`config.mk`:
```
export PLATFORM = sky130hd
export DESIGN_NAME = hdlc_tx_framer_nrzi
export DESIGN_NICKNAME = d
export VERILOG_FILES = /design/src/sv/htx_pkg.sv /design/src/sv/htx_in_buf.sv /design/src/sv/htx_bitgen.sv /design/src/sv/hdlc_tx_framer_nrzi.sv
export SDC_FILE = /design/constraint.sdc
export NUM_CORES = 1
export LEC_CHECK = 0
export BUFFER_PORTS_ARGS = -buffer_cell sky130_fd_sc_hd__buf_4
export CORE_ASPECT_RATIO = 1.1
export CORE_UTILIZATION = 30
export DETAILED_ROUTE_END_ITERATION = 10
export HOLD_SLACK_MARGIN = 0.03
export PLACE_DENSITY = 0.46
export SKIP_CTS_REPAIR_TIMING = 1
export SLEW_MARGIN = 0
export SYNTH_ARGS = -nofsm -noshare
export SYNTH_HDL_FRONTEND = slang
export SYNTH_SLANG_ARGS = --single-unit
```
`constraint.sdc`:
```
create_clock -name clk -period 2.55 [get_ports clk]
set_input_delay 0.51 -clock clk [delete_from_list [all_inputs] [get_ports clk]]
set_output_delay 0.51 -clock clk [all_outputs]
set_load 0.01 [all_outputs]
```
`src/sv/htx_pkg.sv`:
```
// ----------------------------------------------------------------------------
// HDLC transmit framer package
// Word types, item kinds, constants and the CRC helpers shared by the framer.
// ----------------------------------------------------------------------------
`default_nettype none

package htx_pkg;

    typedef enum logic [1:0] {
        KIND_DATA  = 2'd0,
        KIND_EOF   = 2'd1,
        KIND_OPEN  = 2'd2,
        KIND_CLOSE = 2'd3
    } kind_t;

    typedef struct packed {
        logic [1:0] kind;
        logic [7:0] data_byte;
    } src_word_t;

    typedef struct packed {
        logic line_bit;
        logic last;
    } line_word_t;

    localparam logic [15:0] CRC_POLY   = 16'h1021;
    localparam logic [15:0] CRC_PRESET = 16'hFFFF;
    localparam logic [7:0]  FLAG_OCTET = 8'h7E;
    localparam logic [2:0]  ONES_LIMIT = 3'd5;
    localparam logic [4:0]  OCTET_BITS = 5'd8;
    localparam logic [4:0]  FCS_BITS   = 5'd16;

    // One bit of the CRC-16 shift register, first sent bit first.
    function automatic logic [15:0] crc_step(input logic [15:0] crc, input logic b);
        logic fb;
        fb = crc[15] ^ b;
        crc_step = {crc[14:0], 1'b0} ^ (fb ? CRC_POLY : 16'h0000);
    endfunction

    function automatic logic [15:0] reverse16(input logic [15:0] v);
        for (int i = 0; i < 16; i++)
        begin
            reverse16[i] = v[15 - i];
        end
    endfunction

endpackage

`default_nettype wire

```
`src/sv/htx_in_buf.sv`:
```
// ----------------------------------------------------------------------------
// HDLC transmit input buffer
// One-word register that holds an accepted item until the bit generator
// takes it, so the source side sees no gap between items.
// ----------------------------------------------------------------------------
`default_nettype none

module htx_in_buf (
    input  wire logic              clk,
    input  wire logic              rst_n,
    input  wire logic              src_valid,
    output logic                   src_ready,
    input  wire htx_pkg::src_word_t src_word,
    output logic                   load_valid,
    output htx_pkg::src_word_t     load_word,
    input  wire logic              load_take
);

    logic               valid_reg;
    logic               valid_next;
    htx_pkg::src_word_t word_reg;

    assign src_ready  = !valid_reg || load_take;
    assign load_valid = valid_reg;
    assign load_word  = word_reg;

    always_comb
    begin
        valid_next = valid_reg;
        if (load_take)
        begin
            valid_next = 1'b0;
        end
        if (src_valid && src_ready)
        begin
            valid_next = 1'b1;
        end
    end

    always_ff @(posedge clk or negedge rst_n)
    begin
        if (!rst_n)
        begin
            valid_reg <= 1'b0;
        end
        else
        begin
            valid_reg <= valid_next;
        end
    end

    always_ff @(posedge clk)
    begin
        if (src_valid && src_ready)
        begin
            word_reg <= src_word;
        end
    end

endmodule

`default_nettype wire

```
`src/sv/htx_bitgen.sv`:
```
// ----------------------------------------------------------------------------
// HDLC transmit bit generator
// Shifts out source bits with CRC update, zero stuffing and NRZI coding,
// stalls with line_ready and registers each line bit on the output channel.
// ----------------------------------------------------------------------------
`default_nettype none

module htx_bitgen (
    input  wire logic               clk,
    input  wire logic               rst_n,
    input  wire logic               load_valid,
    input  wire htx_pkg::src_word_t load_word,
    output logic                    load_take,
    output logic                    line_valid,
    input  wire logic               line_ready,
    output htx_pkg::line_word_t     line_word
);

    logic                busy_reg,     busy_next;
    logic                flag_reg,     flag_next;
    logic                crc_en_reg,   crc_en_next;
    logic                pending_reg,  pending_next;
    logic [4:0]          cnt_reg,      cnt_next;
    logic [15:0]         shift_reg,    shift_next;
    logic [15:0]         crc_reg,      crc_next;
    logic [2:0]          ones_reg,     ones_next;
    logic                level_reg,    level_next;
    logic                between_reg,  between_next;
    logic                out_valid_reg, out_valid_next;
    htx_pkg::line_word_t out_word_reg, out_word_next;

    logic                emit;
    logic                emit_last;
    logic                src_bit;
    logic [15:0]         fcs;

    assign line_valid = out_valid_reg;
    assign line_word  = out_word_reg;

    always_comb
    begin
        busy_next      = busy_reg;
        flag_next      = flag_reg;
        crc_en_next    = crc_en_reg;
        pending_next   = pending_reg;
        cnt_next       = cnt_reg;
        shift_next     = shift_reg;
        crc_next       = crc_reg;
        ones_next      = ones_reg;
        level_next     = level_reg;
        between_next   = between_reg;
        out_valid_next = out_valid_reg;
        out_word_next  = out_word_reg;
        emit_last      = 1'b0;
        src_bit        = shift_reg[0];
        fcs            = 16'h0000;

        emit = busy_reg && (!out_valid_reg || line_ready);

        if (emit)
        begin
            if (pending_reg)
            begin
                // Stuffed zero after five ones.
                level_next   = !level_reg;
                ones_next    = 3'd0;
                pending_next = 1'b0;
                emit_last    = (cnt_reg == 5'd0);
            end
            else
            begin
                shift_next = {1'b0, shift_reg[15:1]};
                cnt_next   = cnt_reg - 5'd1;
                level_next = level_reg ^ !src_bit;
                if (flag_reg)
                begin
                    emit_last = (cnt_reg == 5'd1);
                end
                else
                begin
                    if (crc_en_reg)
                    begin
                        crc_next = htx_pkg::crc_step(crc_reg, src_bit);
                    end
                    if (src_bit)
                    begin
                        if (ones_reg + 3'd1 == htx_pkg::ONES_LIMIT)
                        begin
                            pending_next = 1'b1;
                            ones_next    = 3'd0;
                        end
                        else
                        begin
                            ones_next = ones_reg + 3'd1;
                        end
                    end
                    else
                    begin
                        ones_next = 3'd0;
                    end
                    emit_last = (cnt_reg == 5'd1) && !pending_next;
                end
            end
            out_valid_next         = 1'b1;
            out_word_next.line_bit = level_next;
            out_word_next.last     = emit_last;
            if (emit_last)
            begin
                busy_next = 1'b0;
            end
        end
        else if (out_valid_reg && line_ready)
        begin
            out_valid_next = 1'b0;
        end

        load_take = load_valid && (!busy_reg || (emit && emit_last));

        // Frame state changes of a new item apply after the previous item's
        // final bit has been coded.
        if (load_take)
        begin
            busy_next    = 1'b1;
            pending_next = 1'b0;
            case (htx_pkg::kind_t'(load_word.kind))
                htx_pkg::KIND_DATA:
                begin
                    if (between_next)
                    begin
                        level_next   = 1'b1;
                        crc_next     = htx_pkg::CRC_PRESET;
                        ones_next    = 3'd0;
                        between_next = 1'b0;
                    end
                    flag_next   = 1'b0;
                    crc_en_next = 1'b1;
                    cnt_next    = htx_pkg::OCTET_BITS;
                    shift_next  = {8'h00, load_word.data_byte};
                end
                htx_pkg::KIND_EOF:
                begin
                    if (between_next)
                    begin
                        level_next   = 1'b1;
                        crc_next     = htx_pkg::CRC_PRESET;
                        ones_next    = 3'd0;
                        between_next = 1'b0;
                    end
                    fcs         = ~crc_next;
                    flag_next   = 1'b0;
                    crc_en_next = 1'b0;
                    cnt_next    = htx_pkg::FCS_BITS;
                    shift_next  = htx_pkg::reverse16(fcs);
                    crc_next    = htx_pkg::CRC_PRESET;
                end
                htx_pkg::KIND_OPEN:
                begin
                    level_next   = 1'b1;
                    crc_next     = htx_pkg::CRC_PRESET;
                    ones_next    = 3'd0;
                    between_next = 1'b0;
                    flag_next    = 1'b1;
                    crc_en_next  = 1'b0;
                    cnt_next     = htx_pkg::OCTET_BITS;
                    shift_next   = {8'h00, htx_pkg::FLAG_OCTET};
                end
                default:
                begin
                    crc_next     = htx_pkg::CRC_PRESET;
                    ones_next    = 3'd0;
                    between_next = 1'b1;
                    flag_next    = 1'b1;
                    crc_en_next  = 1'b0;
                    cnt_next     = htx_pkg::OCTET_BITS;
                    shift_next   = {8'h00, htx_pkg::FLAG_OCTET};
                end
            endcase
        end
    end

    always_ff @(posedge clk or negedge rst_n)
    begin
        if (!rst_n)
        begin
            busy_reg      <= 1'b0;
            flag_reg      <= 1'b0;
            crc_en_reg    <= 1'b0;
            pending_reg   <= 1'b0;
            cnt_reg       <= 5'd0;
            crc_reg       <= htx_pkg::CRC_PRESET;
            ones_reg      <= 3'd0;
            level_reg     <= 1'b1;
            between_reg   <= 1'b1;
            out_valid_reg <= 1'b0;
        end
        else
        begin
            busy_reg      <= busy_next;
            flag_reg      <= flag_next;
            crc_en_reg    <= crc_en_next;
            pending_reg   <= pending_next;
            cnt_reg       <= cnt_next;
            crc_reg       <= crc_next;
            ones_reg      <= ones_next;
            level_reg     <= level_next;
            between_reg   <= between_next;
            out_valid_reg <= out_valid_next;
        end
    end

    always_ff @(posedge clk)
    begin
        shift_reg    <= shift_next;
        out_word_reg <= out_word_next;
    end

endmodule

`default_nettype wire

```
`src/sv/hdlc_tx_framer_nrzi.sv`:
```
// ----------------------------------------------------------------------------
// HDLC transmit framer with NRZI line coding
// Turns data, end-of-frame and flag words into a stuffed, NRZI coded
// line bit stream with a CRC-16 frame check sequence.
// ----------------------------------------------------------------------------
// Usage:
// The src channel takes one word per item: a kind (data, end of frame,
// opening flag, closing flag) and a data byte. The line channel delivers
// one NRZI line bit per word, with last set on the final bit of an item.
// A data byte gives 8 to 10 line words, an end of frame 16 to 20, a flag 8.
// When the generator is free, the first line bit of an item passes through
// the input register and the generator state before the line register.
// The single bit generator gives one line bit per cycle while
// line_ready is high; a stall on the line side pauses it.
// A one-word input register lets the next item be taken while the current
// one is still being sent, so consecutive items follow without a gap.
// Reset puts the line level at 1, presets the CRC, clears the stuffing
// count and marks the framer as between frames.
// When line_ready is low the registered line word holds and bit
// generation pauses; src_ready drops once the input register is full.
// ----------------------------------------------------------------------------
`default_nettype none

module hdlc_tx_framer_nrzi (
    input  wire logic               clk,
    input  wire logic               rst_n,
    input  wire logic               src_valid,
    output logic                    src_ready,
    input  wire htx_pkg::src_word_t src_word,
    output logic                    line_valid,
    input  wire logic               line_ready,
    output htx_pkg::line_word_t     line_word
);

    logic               load_valid;
    logic               load_take;
    htx_pkg::src_word_t load_word;

    htx_in_buf u_in_buf (
        .clk        (clk),
        .rst_n      (rst_n),
        .src_valid  (src_valid),
        .src_ready  (src_ready),
        .src_word   (src_word),
        .load_valid (load_valid),
        .load_word  (load_word),
        .load_take  (load_take)
    );

    htx_bitgen u_bitgen (
        .clk        (clk),
        .rst_n      (rst_n),
        .load_valid (load_valid),
        .load_word  (load_word),
        .load_take  (load_take),
        .line_valid (line_valid),
        .line_ready (line_ready),
        .line_word  (line_word)
    );

endmodule

`default_nettype wire

```
==> impl_metrics.yaml, run 1 <==
floorplan:
  ios: 18
  dieHeight_um: 110
  dieArea_mm2: 0.0110
  die_w_um: 100
  initial_core_util_pct: 30.7
  coreArea_mm2: 0.0103
  core.rowCount: 39
worst_hold_path:
  hold_path.class: "in2async"
sta:
  relSlewSlack_pct: 42.3
  maxSlewViolCount: 0
  timing.final.ws_setup_ns: 0.155
  post-route-period-util_pct: 93.9
  rsz0062_at_grt: "no"
  min_period_ns: 2.40
  final_hold_viol_count: 0
  skew_ns: 0.00678
  setup_violations: 0
  tightest_slew_ns: 0.865
  fmax_mhz: 418
route:
  drt_iter0_drc: 99
  wire_per_inst_um: 17.4
  drc: 0
  firstDrtPassIters: 4
  antenna_left: 0
  via_count: 2295
  wirelength_um: 7840
  post_drt_via_cell_ratio: 5.09
yosys:
  syn_area_per_cell_um2: 11.4
  synth_nets: 298
  syn_area_mm2: 0.00318
  synth-async-reset-ratio_pct: 53.3
  yosysUniqueCellTypes: 51
  ys_warn_count: 0
  synth_ff_type: "edfxtp_1"
  synth_seq_cells: 60
  yosysSeqAreaShare_pct: 52.3
  synth_enable_flop_cells: 28
  syn_inst: 279
grt:
  grt-ovfl-total: 0
  grt_pass1_wl_um: 12700
  grt_pass1_vias: 2335
  grt_use_total_pct: 15.6
  grt_max_degree: 33
  antenna_found_initial: 0
clock_network:
  cts.sinks: 60
  path_clk_slew_ns: 0.05
  cts_made_buffers: 9
  cts_buffer_depth: 2
  cts_tree: "done"
  clkLatencyLatePin_ns: 0.33
  htreeDepth: 3
  clock-root-buffer: "clkbuf_16"
power:
  swShare_pct: 30.6
  pwr_density_cell_mw_per_mm2: 1050
  irDropWorstVdd_v: 0.000397
  pwr-share-seq_pct: 40.6
  combPwrFrac_pct: 27.8
  switchingPower_w: 0.00123
  leakage_nw: 1.49
  power.internal_w: 0.00279
  clkPwrFrac_pct: 31.6
worst_setup_path:
  endpoint_kind: "primary output"
  cp.required_ns: 2.04
  worstReg2RegStart: "u_bitgen.cnt_reg[0]"
  r2r_end: "u_bitgen.shift_reg[7]"
  worstPathArrival_ns: 1.89
  path_max_fanout: 4
  reg2reg_depth: 7
  cp-start-kind: "flip-flop"
  rrSetupSlack_ns: 0.17
  criticalPathCategory: "reg2out"
finish:
  syn_to_final_growth_pct: 20.5
  multi_input_area_mm2: 0.00134
  fillers: 1069
  layout.area.seq_mm2: 0.00166
  drive_gt1_share_pct: 27.3
  final_nets: 322
  final_area_mm2: 0.00383
  diodes: 0
placement:
  placedInstanceArea_mm2: 0.00351
  pre_cts_ws_ns: 0.174
  io_buffers: 17
  place_congestion: 0.778
  dp_hpwl_um: 5430
job:
  cap_violations: 0
run_status:
  status: "completed"
metrics by stage:
| step | util [%] | total power [W] | TNS [ns] | hold WS, ns | std cells |
|---|---|---|---|---|---|
| after floorplan | - | 0.00241 | 0 | 0.214 | 279 |
| after detailed placement | 34.0 | 0.00276 | 0 | 0.484 | 435 |
| final | 37.0 | 0.00401 | 0 | 0.118 | 451 |
| after CTS | 36.9 | 0.00405 | -0.0110 | 0.127 | 451 |
| after global routing | 37.0 | 0.00424 | 0 | 0.154 | 451 |
| after global placement | 34.0 | 0.00276 | 0 | 0.481 | 435 |
cells in the final DEF, fill, tap and decap left out, drive strengths merged, types with 2 or more instances in the layout:
master   n
a211oi   2
a21o     5
a21oi    6
a22oi    2
a31oi   10
a41o     6
buf     35
bufinv   2
clkbuf  10
clkinv   5
dfrtp   14
dfstp   18
edfxtp  28
ha       5
inv     16
mux2     6
mux2i   15
nand2   13
nand2b   5
nand3    4
nand4    8
nor2    13
nor2b    3
nor3    10
nor3b    2
nor4     4
o211ai   6
o21ai   13
o311a    6
o31a     2
o31ai    8
o41ai    2
or2      3
or3b     2
xnor2    6
xor2     3
critical path, cell delays in order (launching register included):
cell and delay, ns:
dfrtp_1 0.41, ha_1 0.23, xor2_1 0.22, nand4b_1 0.20, a31oi_2 0.29, inv_1 0.07
buf_4 0.14
final cells by class:
class	instances	share of cell area, %
clock buffers	10	5.98
clock inverters	6	2.06
inverters	17	1.67
flip-flops and latches	60	43.4
multi-input cells	180	35.0
repair buffers	35	7.19
well taps	143	4.67
metal layers:
layer  part of all wire [%]  wire, um  track usage (%)
met1                     48      3740             20.8
met2                     46      3600             24.3
met4                    3.2       252             9.63
met3                    3.1       244             2.14
met5                      0         0                0
cell families (layout without fill, tap and decap cells):
group | count (synthesis) | in the layout | share of synthesized area [%]
and+or+nand+nor | 72 | 72 | 12.8
muxes | 21 | 21 | 6.85
adders and majority gates | 5 | 5 | 1.97
buffers and inverters | 39 | 68 | 5.90
AOI/OAI and AO/OA | 72 | 72 | 16.9
xor gates and xnor gates | 10 | 10 | 3.23
DFF | 60 | 60 | 52.3
synth_stat cells (all sizes together), types with 10 or more instances:
| cell type | n | area, um^2 |
|---|---|---|
| a31oi | 10 | 62.6 |
| buf | 10 | 78.8 |
| clkbuf | 12 | 45.0 |
| dfrtp | 14 | 350 |
| dfstp | 18 | 473 |
| edfxtp | 28 | 841 |
| inv | 16 | 60.1 |
| mux2i | 15 | 150 |
| nand2 | 13 | 48.8 |
| nor2 | 13 | 48.8 |
| nor3 | 10 | 61.3 |
| o21ai | 13 | 65.1 |
power groups by stage:
stage                     sequential, W  combinational, W  clock, W
final                           0.00163           0.00112   0.00127
after global routing            0.00167           0.00124   0.00133
after CTS                       0.00163           0.00112   0.00130
after detailed placement        0.00165           0.00111         0
after global placement          0.00165           0.00111         0
after floorplan                 0.00157          0.000832         0
worst max-delay path by stage:
stage                                     from               endpoint  cells after the start
after floorplan            u_bitgen.cnt_reg[0]  u_bitgen.shift_reg[0]                      8
after global placement     u_bitgen.cnt_reg[0]  u_bitgen.shift_reg[7]                      7
after detailed placement   u_bitgen.cnt_reg[0]  u_bitgen.shift_reg[7]                      7
after CTS                 u_bitgen.pending_reg              src_ready                      6
after global routing       u_bitgen.cnt_reg[0]  u_in_buf.load_word[5]                      6
final                     u_bitgen.ones_reg[1]              src_ready                      6
No activity file was read; power rests on OpenSTA's default activity.
==> run 2, diff against run 1 <==
Settings changed: ABC_AREA set to 1, RECOVER_POWER set to 25.
==> run 2 against run 1 <==
Net effect:
- the flow now finishes with violations (capacitance limit, slew limit)
- worst hold slack improved by 0.22 ns
- setup slack improved by 0.17 ns
- fmax increased by 7.8%
- wire length is 26% lower
- first-iteration DRC count down 11%
- global-route usage is 2.3 points lower
- flip-flop and latch count is the same
- final cell count grew 0.22%
- final area shrank 14%
- core utilization shrank 2.0 points
- critical path depth increased by 2
- area after synthesis down 7.6%
- critical endpoint unchanged
- largest cell class unchanged
- highest routed layer unchanged
==> impl_metrics.yaml, run 2 <==
sta:
  setup_violations: 0
  maxSlewViolCount: 33
  fmax_mhz: 450
  tightest_slew_ns: 1.84
  min_period_ns: 2.22
  relSlewSlack_pct: -22.5
  hold_slack_ns: 0.340
  skew_ns: 0.00811
  post-route-period-util_pct: 87.2
  rsz0062_at_grt: "no"
  final_hold_viol_count: 0
  tns_ns: 0
grt:
  antenna_found_initial: 0
  grt_use_met3_pct: 3.61
  top_usage_layer: "met2"
  grt-ovfl-total: 0
  met1_usage_pct: 18.4
  grt_use_total_pct: 13.3
  grt_pass1_wl_um: 9860
  grtUsageMet2_pct: 18.6
  grt_pass1_vias: 2031
  grt_max_degree: 33
placement:
  io_buffers: 17
  place_congestion: 0.738
  dp_hpwl_um: 4020
route:
  firstDrtPassIters: 4
  drt_iter0_drc: 88
  antenna_left: 0
  wire_per_inst_um: 12.9
  post_drt_via_cell_ratio: 4.46
  via_count: 2015
  drc: 0
  wirelength_um: 5820
clock_network:
  cts_tree: "done"
  path_clk_slew_ns: 0.06
  clkLatencyLatePin_ns: 0.34
  cts_made_buffers: 9
  clock-root-buffer: "clkbuf_8"
  cts_buffer_depth: 2
  cts.sinks: 60
  htreeDepth: 3
yosys:
  ys_warn_count: 0
  synth_seq_cells: 60
  yosysTopAreaCell: "edfxtp_1"
  synthTopCellsByCount: "nand2_1, edfxtp_1, inv_1, nand3_1, dfstp_2"
  syn_area_mm2: 0.00294
  synth_nets: 328
  synth_enable_flop_cells: 28
  synth-async-reset-ratio_pct: 53.3
  yosysUniqueCellTypes: 30
  yosysSeqAreaShare_pct: 56.6
  syn_area_per_cell_um2: 9.51
  synth_ff_type: "edfxtp_1"
  yosysMostFrequentCell: "nand2_1"
  syn_inst: 309
  synth_area_leaders: "edfxtp_1, dfstp_2, nand2_1"
  yosysTopAreaCellShare_pct: 28.6
worst_setup_path:
  criticalPathCategory: "reg2out"
  r2r_end: "u_bitgen.crc_reg[12]"
  cp.required_ns: 2.04
  cp-start-kind: "flip-flop"
  worstPathArrival_ns: 1.71
  rrSetupSlack_ns: 0.44
  endpoint_kind: "primary output"
  worstReg2RegStart: "u_bitgen.ones_reg[1]"
  critPathLaunch: "u_bitgen.ones_reg[1]"
  reg2reg_depth: 11
  path_max_fanout: 3
floorplan:
  dieHeight_um: 106
  coreArea_mm2: 0.00944
  ios: 18
  initial_core_util_pct: 31.1
  die_w_um: 96.4
  dieArea_mm2: 0.0102
  core.rowCount: 37
power:
  power.internal_w: 0.00249
  pwr-share-seq_pct: 43.9
  swShare_pct: 39.3
  leakage_nw: 1.50
  pwr_density_cell_mw_per_mm2: 1240
  clkPwrFrac_pct: 17.4
  combPwrFrac_pct: 38.7
  switchingPower_w: 0.00161
  irDropWorstVdd_v: 0.000425
worst_hold_path:
  hold_path.class: "in2reg"
  worstHoldPathCells: 1
  hold_path_end: "u_in_buf.load_word[9]"
  worstHoldStart: "src_word[9]"
finish:
  syn_to_final_growth_pct: 12.6
  diodes: 0
  multi_input_area_mm2: 0.00109
  fillers: 1015
  drive_gt1_share_pct: 24.8
  layout_common_cells: "nand2_1, inv_1, edfxtp_1"
  mostFrequentLayoutCell: "nand2_1"
  final_nets: 349
  layout.area.seq_mm2: 0.00166
run_status:
  status: "complete, but fails checks"
  violations: "capacitance limit, slew limit"
job:
  cap_violations: 1
run 2: changes by cell type after synthesis, sizes merged, moves of 8 or more:
cell / previous run / this run
mux2i: 15 / 1
nand2: 13 / 120
inv: 16 / 31
clkbuf: 12 / 0
nand3: 4 / 28
o31ai: 8 / 0
nor3: 10 / 1
a31oi: 10 / 1
nand4: 8 / 0
run 2: logic make-up after synthesis:
group / share of synthesized area [%]
adders and majority gates: 2.13
DFF: 56.6
buffers and inverters: 6.26
and+or+nand+nor: 27.5
AOI/OAI and AO/OA: 4.77
muxes: 0.341
xor gates and xnor gates: 2.39
run 2: worst max-delay path, cell delays in order (launching register included):
cell and delay, ns:
dfrtp_1 0.40, ha_1 0.20, inv_1 0.06, nand2_1 0.04, nand2_1 0.12, nand3_2 0.13, nand3_2 0.09, nand3_1 0.14
buf_4 0.19
run 2: power groups by stage:
stage | clock, W | sequential (W) | combinational [W]
after floorplan | 0 | 0.00177 | 0.00128
after global placement | 0 | 0.00182 | 0.00159
after detailed placement | 0 | 0.00182 | 0.00160
after CTS | 0.000743 | 0.00181 | 0.00162
after global routing | 0.000782 | 0.00186 | 0.00184
final | 0.000712 | 0.00180 | 0.00159
run 2: through the flow:
stage,instance area [um^2],total power (W),instances,util (%),worst slack (ns)
final,3310,0.00410,452,35.0,0.327
after global routing,3310,0.00448,452,35.0,0.197
after CTS,3310,0.00417,452,35.1,0.297
after detailed placement,3150,0.00343,436,33.4,0.350
after global placement,3150,0.00342,436,33.4,0.401
after floorplan,2940,0.00305,309,-,0.731
run 2: layout make-up:
cell class | count | share of cell area, %
well taps | 117 | 4.43
clock buffers | 10 | 3.86
inverters | 31 | 3.75
flip-flops and latches | 60 | 50.3
multi-input cells | 211 | 33.0
repair buffers | 17 | 3.75
clock inverters | 6 | 0.946
run 2: how the worst max path moves through the flow:
stage                             to  cells after the start  slack (ns)
2_1_floorplan  u_bitgen.shift_reg[0]                     11        0.73
3_3_place_gp   u_bitgen.shift_reg[7]                      9        0.40
3_5_place_dp   u_bitgen.shift_reg[7]                      9        0.35
4_1_cts                    src_ready                      8        0.30
5_1_grt                    src_ready                      9        0.20
6_report                   src_ready                      8        0.33
run 2: per-layer routing:
layer | share of wire, % | wire length, um | vias to the layer above
li1 | - | - | 1035
met1 | 51 | 2940 | 929
met2 | 43 | 2530 | 38
met3 | 3.5 | 206 | 13
met4 | 2.4 | 139 | 0
met5 | 0 | 0 | -
